`src/hdl/rss_ram.sv`:
```
// rss_ram: generic simple dual-port ram, one write and one registered read port
// no dependencies
module rss_ram #(
   parameter int WIDTH = 32,
   parameter int DEPTH = 64
) (
   input  logic                     clock,
   input  logic                     wr_en,
   input  logic [$clog2(DEPTH)-1:0] wr_addr,
   input  logic [WIDTH-1:0]         wr_data,
   input  logic [$clog2(DEPTH)-1:0] rd_addr,
   output logic [WIDTH-1:0]         rd_data
);

   logic [WIDTH-1:0] mem [DEPTH];
   logic [WIDTH-1:0] rd_data_ff;

   always_ff @(posedge clock) begin
      if (wr_en) begin
         mem[wr_addr] <= wr_data;
      end
      rd_data_ff <= mem[rd_addr];
   end

   assign rd_data = rd_data_ff;

endmodule

```
`config.mk`:
```
export PLATFORM = sky130hd
export DESIGN_NAME = rss_ram
export DESIGN_NICKNAME = d
export VERILOG_FILES = /design/src/hdl/rss_ram.sv
export SDC_FILE = /design/constraint.sdc
export NUM_CORES = 2
export LEC_CHECK = 0
export BUFFER_PORTS_ARGS = -buffer_cell sky130_fd_sc_hd__buf_2
export CORE_ASPECT_RATIO = 1.4
export CORE_MARGIN = 2
export CORE_UTILIZATION = 67
export CTS_CLUSTER_SIZE = 40
export DETAILED_ROUTE_END_ITERATION = 16
export PLACE_DENSITY_LB_ADDON = 0.15
export SYNTH_ARGS = -nofsm -noshare
export SYNTH_HDL_FRONTEND = slang
export SYNTH_SLANG_ARGS = --single-unit
```
`constraint.sdc`:
```
create_clock -name clock -period 11.1 [get_ports clock]
set_input_delay 2.775 -clock clock [delete_from_list [all_inputs] [get_ports clock]]
set_output_delay 2.775 -clock clock [all_outputs]
set_load 0.01 [all_outputs]
```
==> results_dict.tcl <==
set metrics [dict create \
    status "complete, no violations" \
    hold_viol_final 0 \
    seq_area_um2 62100 \
    synth_seq_cells 2080 \
    yosysUniqueCellTypes 34 \
    async_flop_share_pct 0 \
    met2_usage_pct 54.1 \
    cp_data_arrival_time_ps 6610 \
    vdd_ir_drop_max_mv 0.170 \
    worst-slew-pin-transition_ps 1380 \
    die_w_um 293 \
    syn_avg_cell_area_um2 23.6 \
    first_iter_violations 5235 \
    syn2layout_area_growth_pct 10.7 \
    slowest_delay_ps 880 \
    holdPathStages 4 \
    p_per_area_nw_per_um2 179 \
    cp_slowest_cell "nand2_1" \
    fin_worst_skew_ps 33.2 \
    cts-root-buf "clkbuf_16" \
    worstSkewPairLatency_ps 820 \
    crit_path_end_kind "flop" \
    regToRegEndpoint "rd_data[20]" \
    pre_cts_slack_ps 4480 \
    required_ps 11780 \
    first_pass_iters 5 \
    worstHoldPathType "flop to flop" \
    clock_path_buffers 3 \
    worstHoldEndpoint "rd_data[4]" \
    finalMaxSlewViolations 0 \
    postLayoutCoreUtil_pct 74.8 \
    dr_total_vias 37300 \
    clkTransAtPathRegs_ps 70 \
    gp_congestion 0.857 \
    coreArea_um2 116000 \
    ys_warn_count 0 \
    grt-busiest-layer "met2" \
    reg2reg_from "mem[21][20]" \
    maxSlewHeadroom_pct 7.67 \
    grt_overflow 0 \
    crit_fanout 90 \
    hold_buffers 0 \
    yosysSeqAreaShare_pct 79.1 \
    track_usage_pct 33.7 \
    met3_usage_pct 7.06 \
    startpoint_type "input pin" \
    cts_tree "yes" \
    max_freq_mhz 168 \
    grt_pass1_wl_mm 276 \
    setup_ws_ps 5170 \
    initial_utilization_pct 67.5 \
    path_buf_inv 2 \
    io_buffers 77 \
    dpl.hpwl_mm 102 \
    drive_above_1_share_pct 28.6 \
    vias_per_cell 7.21 \
    final_cell_mix "2048 x edfxtp_1, 544 x mux4_2, 179 x clkbuf_16" \
    clock_sinks 2080 \
    post-route-period-util_pct 53.5 \
    period_minus_slack_ps 5930 \
    cts_resized 0 \
    hp-start "mem[13][4]" \
    syn_inst 3324 \
    grt_pass1_vias 38000 \
    syn_area_um2 78500 \
    wl_per_cell_um 38.1 \
    multiInputGateArea_um2 16000 \
    nFillCells 6063 \
    p_leak_nw 27.0 \
    syn_nets 3370 \
    finalSetupViolations 0 \
    numCtsBuffers 177 \
    ios 78 \
    grt_max_degree 103 \
    final_antenna_net_count 0 \
    fp-row-count 148 \
    postCtsSetupRepairBufs 0 \
    use_met1_pct 44.5 \
    drc 0 \
    max_cap_viol_count 0 \
    htreeDepth 4 \
    r2r_setup_slack_ps 8490 \
    fin_tns_setup_ps 0 \
    layout_commonest_cell "edfxtp_1" \
    crit_top_cell "nor2_1" \
    critical_path_class "input pin to flop" \
    antenna_found_initial 17 \
    rsz0062_at_grt "false" \
    crit_chain "buf_8, buf_4, nand2_1, o22ai_1, nor2_1, a21oi_1, nor2_1" \
    r2r_cells 5 \
    die_h_um 409 \
    wirelength_mm 197 \
    yosys_most_used_dff "edfxtp_1" \
    synth_edf_count 2048 \
    cpLargestDelayFamily "compound AO/OA/AOI/OAI gates" \
    dieArea_um2 120000 \
    fin_nets 3554 \
]
power by group:
| part | total, mW | switching, mW | internal [mW] |
|---|---|---|---|
| Clock | 6.06 | 2.73 | 3.33 |
| Sequential | 8.74 | 0.0404 | 8.70 |
| Combinational | 0.807 | 0.525 | 0.282 |
synthesized netlist by cell type, drive strengths merged, types with 4 or more instances:
master	n	area, um^2
edfxtp	2048	61500
mux4	544	12300
nor2	137	514
buf	108	608
mux2i	93	931
o22ai	84	526
clkbuf	74	278
a21oi	62	310
dfxtp	32	641
o221ai	27	236
nand2	26	97.6
nor2b	15	93.8
a22oi	12	90.1
a311oi	8	70.1
nand2b	8	50.1
nor3	7	35.0
nand3	5	25.0
nand3b	5	37.5
or3b	5	43.8
a41o	4	40.0
and3	4	25.0
o32ai	4	35.0
how the worst max path moves through the flow:
stage / startpoint / endpoint / cells after the start
after global routing: rd_addr[0] / rd_data[19] / 8
final: rd_addr[1] / rd_data[15] / 7
after global placement: rd_addr[0] / rd_data[15] / 8
after detailed placement: rd_addr[0] / rd_data[19] / 8
after floorplan: wr_addr[3] / mem[48][0] / 4
after CTS: rd_addr[0] / rd_data[19] / 8
metal layers:
layer  share of wire, %  wire length, um
met4                5.7            11300
met2                 50            98300
met3                 11            21300
met1                 33            65700
met5              0.043               85
through the flow:
stage	power, mW	hold WS [ps]	area [um^2]	cells
6_report	15.6	915	86900	5165
5_1_grt	16.0	934	86900	5157
4_1_cts	15.6	897	86900	5155
3_5_place_dp	9.70	877	81300	4829
3_3_place_gp	9.68	841	81300	4829
2_1_floorplan	9.31	663	78500	3324
worst register-to-register path, delay by kind of cell (launching register included):
family | cells | cell delay, ps
DFF | 1 | 380
and+or+nand+nor | 2 | 270
AOI/OAI and AO/OA | 1 | 960
muxes | 2 | 820
state kept, by name (all words and copies together) (netlist names):
name     cells
mem       2048
rd_data     32
area by class of cell:
type	count	share of cell area, %
Clock buffer	217	5.33
Clock inverter	109	1.14
Timing Repair Buffer	187	1.50
Multi-Input combinational cell	1062	18.4
Antenna cell	10	0.0288
Tap cell	1500	2.16
Sequential cell	2080	71.5
logic make-up after synthesis:
group,share of synthesized area (%)
AO/OA/AOI/OAI,1.67
AND/OR/NAND/NOR,1.27
multiplexers,16.8
flip-flops,79.1
buffers and inverters,1.13
No activity file was read; power rests on OpenSTA's default activity.
